## config.mk

```make
export PLATFORM = sky130hd
export DESIGN_NAME = ffha_ctrl
export DESIGN_NICKNAME = d
export VERILOG_FILES = /design/src/ffha_pkg.sv /design/src/ffha_ctrl.sv
export SDC_FILE = /design/constraint.sdc
export NUM_CORES = 1
export LEC_CHECK = 0
export BUFFER_PORTS_ARGS = -buffer_cell sky130_fd_sc_hd__buf_2
export CORE_ASPECT_RATIO = 1.25
export CORE_UTILIZATION = 30
export DETAILED_ROUTE_END_ITERATION = 10
export SYNTH_ARGS = -nofsm -noshare
export SYNTH_HDL_FRONTEND = slang
export SYNTH_SLANG_ARGS = --single-unit
```

## constraint.sdc

```tcl
create_clock -name i_clk -period 5.29 [get_ports i_clk]
set_clock_uncertainty 0.15 [all_clocks]
set_input_delay 1.058 -clock i_clk [delete_from_list [all_inputs] [get_ports i_clk]]
set_output_delay 1.058 -clock i_clk [all_outputs]
set_load 0.01 [all_outputs]
```

## src/ffha_pkg.sv

```systemverilog
`default_nettype none
package ffha_pkg;

    localparam int HEAP_BYTES_DEF   = 32 * 1024 * 1024;
    localparam int HEADER_BYTES_DEF = 24;
    localparam int MAX_SEGMENTS_DEF = 256;

    localparam int ADDR_W     = 64;
    localparam int REQ_SIZE_W = 26;

    localparam logic REQ_ALLOC = 1'b0;
    localparam logic REQ_FREE  = 1'b1;

    typedef enum logic [1:0] {
        ST_OK      = 2'd0,
        ST_OOM     = 2'd1,
        ST_BADREQ  = 2'd2,
        ST_BADFREE = 2'd3
    } t_status;

    typedef enum logic [4:0] {
        S_INIT, S_IDLE, S_DEC, S_RD, S_CHK, S_UPR, S_UPW, S_WTK, S_WHI, S_WLO,
        S_RDN, S_CKN, S_RDP, S_CKP, S_WMG, S_DNR, S_DNW, S_RES
    } t_state;

    typedef enum logic [2:0] {
        RD_I, RD_IP1, RD_IM1, RD_UP, RD_DN
    } t_rd_sel;

    typedef enum logic [2:0] {
        WR_INIT, WR_TAKE, WR_SPLIT_HI, WR_SPLIT_LO, WR_SHIFT, WR_MERGE_P, WR_MERGE_I
    } t_wr_sel;

    typedef struct packed {
        logic    accept;
        logic    rd_en;
        t_rd_sel rd_sel;
        logic    wr_en;
        t_wr_sel wr_sel;
        logic    i_inc;
        logic    cap_cur;
        logic    cap_n;
        logic    cap_p;
        logic    n_clr;
        logic    p_clr;
        logic    k_up_init;
        logic    k_dec;
        logic    k_dn_init;
        logic    k_inc;
        logic    cnt_inc;
        logic    cnt_sub;
        logic    st_load;
        t_status st_val;
        logic    gflag;
        logic    out_load;
    } t_cmd;

    typedef struct packed {
        logic is_free;
        logic bad_req;
        logic addr_zero;
        logic base_zero;
        logic hit;
        logic split;
        logic at_end;
        logic has_next;
        logic has_prev;
        logic up_more;
        logic dn_more;
        logic p_free;
        logic n_free;
        logic out_busy;
    } t_stat;

endpackage
`default_nettype wire

```

## src/ffha_ctrl.sv

```systemverilog
`default_nettype none
module ffha_ctrl (
    input  wire logic          i_clk,
    input  wire logic          i_rst_n,
    input  wire logic          i_req_valid,
    input  wire ffha_pkg::t_stat i_stat,
    output logic               o_req_ready,
    output ffha_pkg::t_cmd     o_cmd
);
    import ffha_pkg::*;

    t_state r_state, n_state;

    always_ff @(posedge i_clk) begin
        if (!i_rst_n) begin
            r_state <= S_INIT;
        end else begin
            r_state <= n_state;
        end
    end

    always_comb begin
        n_state = r_state;
        case (r_state)
            S_INIT: n_state = S_IDLE;
            S_IDLE: if (i_req_valid) n_state = S_DEC;
            S_DEC: begin
                if (!i_stat.is_free) begin
                    n_state = i_stat.bad_req ? S_RES : S_RD;
                end else if (i_stat.addr_zero || i_stat.base_zero) begin
                    n_state = S_RES;
                end else begin
                    n_state = S_RD;
                end
            end
            S_RD: n_state = S_CHK;
            S_CHK: begin
                if (i_stat.hit) begin
                    if (i_stat.is_free)    n_state = S_RDN;
                    else if (i_stat.split) n_state = S_UPR;
                    else                   n_state = S_WTK;
                end else begin
                    n_state = i_stat.at_end ? S_RES : S_RD;
                end
            end
            S_UPR: n_state = i_stat.up_more ? S_UPW : S_WHI;
            S_UPW: n_state = S_UPR;
            S_WTK: n_state = S_RES;
            S_WHI: n_state = S_WLO;
            S_WLO: n_state = S_RES;
            S_RDN: n_state = i_stat.has_next ? S_CKN : S_RDP;
            S_CKN: n_state = S_RDP;
            S_RDP: n_state = i_stat.has_prev ? S_CKP : S_WMG;
            S_CKP: n_state = S_WMG;
            S_WMG: n_state = (i_stat.p_free || i_stat.n_free) ? S_DNR : S_RES;
            S_DNR: n_state = i_stat.dn_more ? S_DNW : S_RES;
            S_DNW: n_state = S_DNR;
            S_RES: if (!i_stat.out_busy) n_state = S_IDLE;
            default: n_state = S_INIT;
        endcase
    end

    always_comb begin
        o_cmd       = '0;
        o_req_ready = 1'b0;
        case (r_state)
            S_INIT: begin
                o_cmd.wr_en  = 1'b1;
                o_cmd.wr_sel = WR_INIT;
            end
            S_IDLE: begin
                o_req_ready  = 1'b1;
                o_cmd.accept = i_req_valid;
            end
            S_DEC: begin
                o_cmd.st_load = 1'b1;
                if (!i_stat.is_free)       o_cmd.st_val = ST_BADREQ;
                else if (i_stat.addr_zero) o_cmd.st_val = ST_OK;
                else                       o_cmd.st_val = ST_BADFREE;
            end
            S_RD: begin
                o_cmd.rd_en  = 1'b1;
                o_cmd.rd_sel = RD_I;
            end
            S_CHK: begin
                o_cmd.cap_cur = 1'b1;
                if (i_stat.hit) begin
                    o_cmd.st_load = 1'b1;
                    o_cmd.st_val  = ST_OK;
                    o_cmd.gflag   = !i_stat.is_free;
                    o_cmd.k_up_init = !i_stat.is_free && i_stat.split;
                end else if (i_stat.at_end) begin
                    o_cmd.st_load = 1'b1;
                    o_cmd.st_val  = i_stat.is_free ? ST_BADFREE : ST_OOM;
                end else begin
                    o_cmd.i_inc = 1'b1;
                end
            end
            S_UPR: begin
                o_cmd.rd_en  = i_stat.up_more;
                o_cmd.rd_sel = RD_UP;
            end
            S_UPW: begin
                o_cmd.wr_en  = 1'b1;
                o_cmd.wr_sel = WR_SHIFT;
                o_cmd.k_dec  = 1'b1;
            end
            S_WTK: begin
                o_cmd.wr_en  = 1'b1;
                o_cmd.wr_sel = WR_TAKE;
            end
            S_WHI: begin
                o_cmd.wr_en   = 1'b1;
                o_cmd.wr_sel  = WR_SPLIT_HI;
                o_cmd.cnt_inc = 1'b1;
            end
            S_WLO: begin
                o_cmd.wr_en  = 1'b1;
                o_cmd.wr_sel = WR_SPLIT_LO;
            end
            S_RDN: begin
                o_cmd.rd_en  = i_stat.has_next;
                o_cmd.rd_sel = RD_IP1;
                o_cmd.n_clr  = !i_stat.has_next;
            end
            S_CKN: o_cmd.cap_n = 1'b1;
            S_RDP: begin
                o_cmd.rd_en  = i_stat.has_prev;
                o_cmd.rd_sel = RD_IM1;
                o_cmd.p_clr  = !i_stat.has_prev;
            end
            S_CKP: o_cmd.cap_p = 1'b1;
            S_WMG: begin
                o_cmd.wr_en     = 1'b1;
                o_cmd.wr_sel    = i_stat.p_free ? WR_MERGE_P : WR_MERGE_I;
                o_cmd.k_dn_init = 1'b1;
            end
            S_DNR: begin
                o_cmd.rd_en   = i_stat.dn_more;
                o_cmd.rd_sel  = RD_DN;
                o_cmd.cnt_sub = !i_stat.dn_more;
            end
            S_DNW: begin
                o_cmd.wr_en  = 1'b1;
                o_cmd.wr_sel = WR_SHIFT;
                o_cmd.k_inc  = 1'b1;
            end
            S_RES: o_cmd.out_load = !i_stat.out_busy;
            default: o_cmd = '0;
        endcase
    end
endmodule
`default_nettype wire

```

Word-level counts from Yosys, hierarchy flattened
Cells that the tools add are included.
W data, S select, Z words.
Cells by class
  $lt $le $gt $ge: 0
  muxes and demuxes: 43
  divide/modulo/power cells: 0
  equal/unequal tests: 19
  shift operators: 0
  bitwise logic cells: 0
  add/subtract/negate cells: 0
  reductions and logical operators: 12
  $mul: 0
Operators with widths (count)
  $pmux W5 S17: 1
  $eq A5 B4 Y1 const B: 8
  $mux W5: 8
  $pmux W4 S6: 1
  $eq A5 B3 Y1 const B: 4
  $pmux W4 S5: 1
  $mux W1: 19
  $mux W2: 7
  $eq A5 B2 Y1 const B: 2
  $eq A5 B5 Y1 const B: 2
  $mux W3: 3
  $mux W4: 2
  $pmux W3 S2: 1
  $eq A5 B1 Y1 const B: 1
  $logic_not A1 Y1: 5
  $logic_not A5 Y1: 1
  $ne A2 B2 Y1 const B: 2
  $reduce_or A2 Y1: 2
  $logic_or A1 B1 Y1: 2
  $reduce_and A2 Y1: 1
  $logic_and A1 B1 Y1: 1
Storage, ports and cells
  bits in latches: 0
  word-level logic and storage cells: 75
  memory bits (writable): 0
  memories: 0
  bits of input ports: 17
  bits in read-only memories: 0
  bits in registers: 5

Longest topological paths before layout
  word-level depth: 4
  depth in mapped cells: 6
  gate-level depth less buffers: 5

Worst setup path after synthesis
OpenSTA, ideal clock, no wires.
  path type: input-to-output
  start: in i_stat[6] (netlist name)
  end: out o_cmd[24] (netlist name)
  arrival time: 1.761 ns
  data required time: 4.082 ns
  slack: 2.321 ns
  stages: 4
  cell sequence: nand2_1 a2bb2oi_1 or4_1 nand3_1
RTL lines
  start: declaration: RTL line ffha_ctrl.sv:6  | input wire ffha_pkg::t_stat i_stat,
  end: declaration: RTL line ffha_ctrl.sv:8  | output ffha_pkg::t_cmd o_cmd

==> metrics.log <==
[metrics] total nets after synthesis: 152
[metrics] top cells by area in the synthesized netlist: dfxtp_1 (12%), nor2_1 (9.2%), a21oi_1 (8.2%)
[metrics] starting DRC count in detailed routing: 26
[metrics] CP endpoint kind: primary output
[metrics] worst-margin pin slew: 784.6 ps
[metrics] portion of the clock cycle consumed by the worst path in the final layout: 0.6469
[metrics] buffers from clock root to sink, at most: 2
[metrics] CP Data Required Time: 4080 ps
[metrics] initial antenna violation count: 0
[metrics] number of setup buffers added after CTS: 0
[metrics] Pleak: 0.0005075 uW
[metrics] Post-Route Setup TNS: 0 ps
[metrics] count of pins on the block boundary: 44
[metrics] Routed WL per cell: 13.37 um
[metrics] sort of element at the start of the critical path: flop
[metrics] sequential share of the synthesized area: 0.1166
[metrics] Die H: 61.81 um
[metrics] largest net degree at the start of global routing: 28
[metrics] Clock transition at path regs: 40 ps
[metrics] htree depth: 1
[metrics] Hold WC Path Type: flop to flop
[metrics] minimum clock period: 3422 ps
[metrics] number of distinct standard cells referenced by the synthesized netlist: 48
[metrics] flip-flop count of the largest register, all copies and words added: 5
[metrics] fraction of synthesized cell area taken by the top area cell type: 0.1166
[metrics] cells after synthesis: 135
[metrics] Slowest-stage cell, CP: dfxtp_1
[metrics] cell with the most instances after synthesis: nor2_1
[metrics] syn_area_per_cell: 6.358 um2
[metrics] non-filler instance count after layout: 205
[metrics] power after layout: 413.9 uW
[metrics] Regs by FF count: r_state x5
[metrics] Post-DRT Antenna Nets: 0
[metrics] sum of routed wire length over all layers: 2741 um
[metrics] DIE AREA: 3080 um2
[metrics] number of endpoints failing setup at the final stage: 0
[metrics] routed via count divided by cell count: 5.580
[metrics] arrival time at the worst endpoint: 2210 ps
[metrics] Post-synth EDFFs: 0
[metrics] share of post-route cells with drive strength above 1: 0.2924
[metrics] placeable core area: 2706 um2
[metrics] Residual DRC: 0
[metrics] Sinks on Clock Net: 5
[metrics] sum of overflow across all layers after global routing: 0
[metrics] clock tree from TritonCTS: yes
[metrics] worst-path cell chain: or3b_1, or3_4, nor3b_1, or2_1, buf_2
[metrics] Synth Warn #: 0
[metrics] max-cap check violation count: 0
[metrics] diode count: 0
[metrics] setup repair after global routing missed its margin: false
[metrics] CTS buffer count: 3
[metrics] biggest cell delay along the critical path: 690 ps
[metrics] flop and latch count out of synthesis: 5
[metrics] DR pass1 iterations: 4
[metrics] async set-reset flop share out of synthesis: 0
[metrics] cell accounting for the most synthesized area: dfxtp_1
[metrics] total routing usage reported by global routing: 0.1818
[metrics] Worst Setup Path Type: flop to primary output
[metrics] Final GP Congestion: 0.8107
[metrics] initial cell density of the core: 0.3172
[metrics] FMAX: 292.2 MHz
[metrics] Power Density: 379.0 nW/um2
[metrics] result of the run: completed
[metrics] peak supply drop: 146.4 uV
[metrics] Final HPWL DP: 2096 um
[metrics] worst-path maximum fanout: 21
[metrics] count of placed standard cells including taps: 201
[metrics] most common library cells after synthesis: nor2_1 (21), a21oi_1 (14), nand2_1 (12)
[metrics] via total after detailed routing: 1144
[metrics] port buffer count: 43
[metrics] endpoints failing hold: 0
[metrics] quantity of hold-fixing buffers added after cts: 0
[metrics] row count: 21
[metrics] wire length of the first global-routing pass: 4436 um
[metrics] pins over their slew limit: 0
[metrics] category of cells accounting for the largest share of critical-path delay: simple AND/OR/NAND/NOR gates
[metrics] Buffers & Inverters on Critical Path: 1
[metrics] largest register by flop count: r_state
[metrics] Layout area overhead: 27.26%
[metrics] Netlist Area Pre-Place: 858.3 um2
[metrics] total of cells resized after clock tree synthesis: 0
[metrics] remaining max-slew budget at the tightest pin: 0.4762
[metrics] fin nets: 189
[metrics] later-pin clock latency in the skew report: 240 ps
[metrics] vias in the first global route: 967
[metrics] Clk Tree Root Cell: clkbuf_4
[metrics] horizontal die dimension: 49.84 um
[metrics] Main synth FF type: dfxtp_1
[worst min-delay path: stages, from the launching register on]
cell	delay, ps
dfxtp_1	500
a21oi_1	220
o41a_1	160
[layout make-up]
type	count	area, um2
clock buffer	4	26.28
fill	303	1614
inverter	2	7.507
multi-input combinational	117	700.7
sequential	5	100.1
tap	34	42.54
timing repair buffer	43	215.2
[power breakdown]
part,total (uW),internal [uW],switching (uW)
sequential,120,50.5,69.4
combinational,250,120,130
clock,44.0,28.5,15.5
[cell usage in the layout, fill, tap and decap left out, types with 2 or more instances in the layout]
cell type / instances
nor2_1: 21
nand3b_1: 2
a31oi_1: 3
nand2_1: 12
buf_2: 43
o31a_1: 2
dfxtp_1: 5
o21bai_1: 2
nor3_1: 7
nor2b_1: 6
or3_1: 2
and2_1: 3
a21oi_1: 14
nor3b_1: 2
o21ai_1: 2
a2bb2oi_1: 2
or3b_1: 2
nand2b_1: 7
o211ai_1: 2
clkbuf_4: 3
[per-layer routing]
metal	share of wire	global-route usage	vias to the layer above	wire (um)
met5	0	0	-	0
li1	-	-	564	-
met4	0	0.02041	0	0
met2	0.48	0.3378	49	1329
met1	0.46	0.2330	531	1250
met3	0.059	0.02190	0	161
[through the flow]
stage | hold slack, ps | worst slack (ps) | cell area [um2] | util
after detailed placement | 719.7 | 2054 | 1066 | 0.3939
after global placement | 711.4 | 2084 | 1066 | 0.3939
final | 768.1 | 1868 | 1092 | 0.4036
after floorplan | 536.1 | 2321 | 858.3 | -
after CTS | 736.0 | 1845 | 1092 | 0.4036
after global routing | 817.0 | 1703 | 1092 | 0.4036
[worst paths after layout]
check                  start          to  slack (ps)  depth (start not counted)
hold reg to reg   r_state[4]  r_state[2]         770                          2
setup / recovery  r_state[1]    o_cmd[2]        1870                          5
hold / removal    r_state[4]  r_state[2]         770                          2
setup reg to reg  r_state[1]  r_state[1]        3180                          4
[kinds of logic after synthesis]
logic type             synth area share
XOR/XNOR                        0.01021
AO/OA/AOI/OAI                    0.3426
flip-flops                       0.1166
AND/OR/NAND/NOR                  0.4636
buffers and inverters           0.06704
Note: power is estimated with default switching activity, not from simulation.
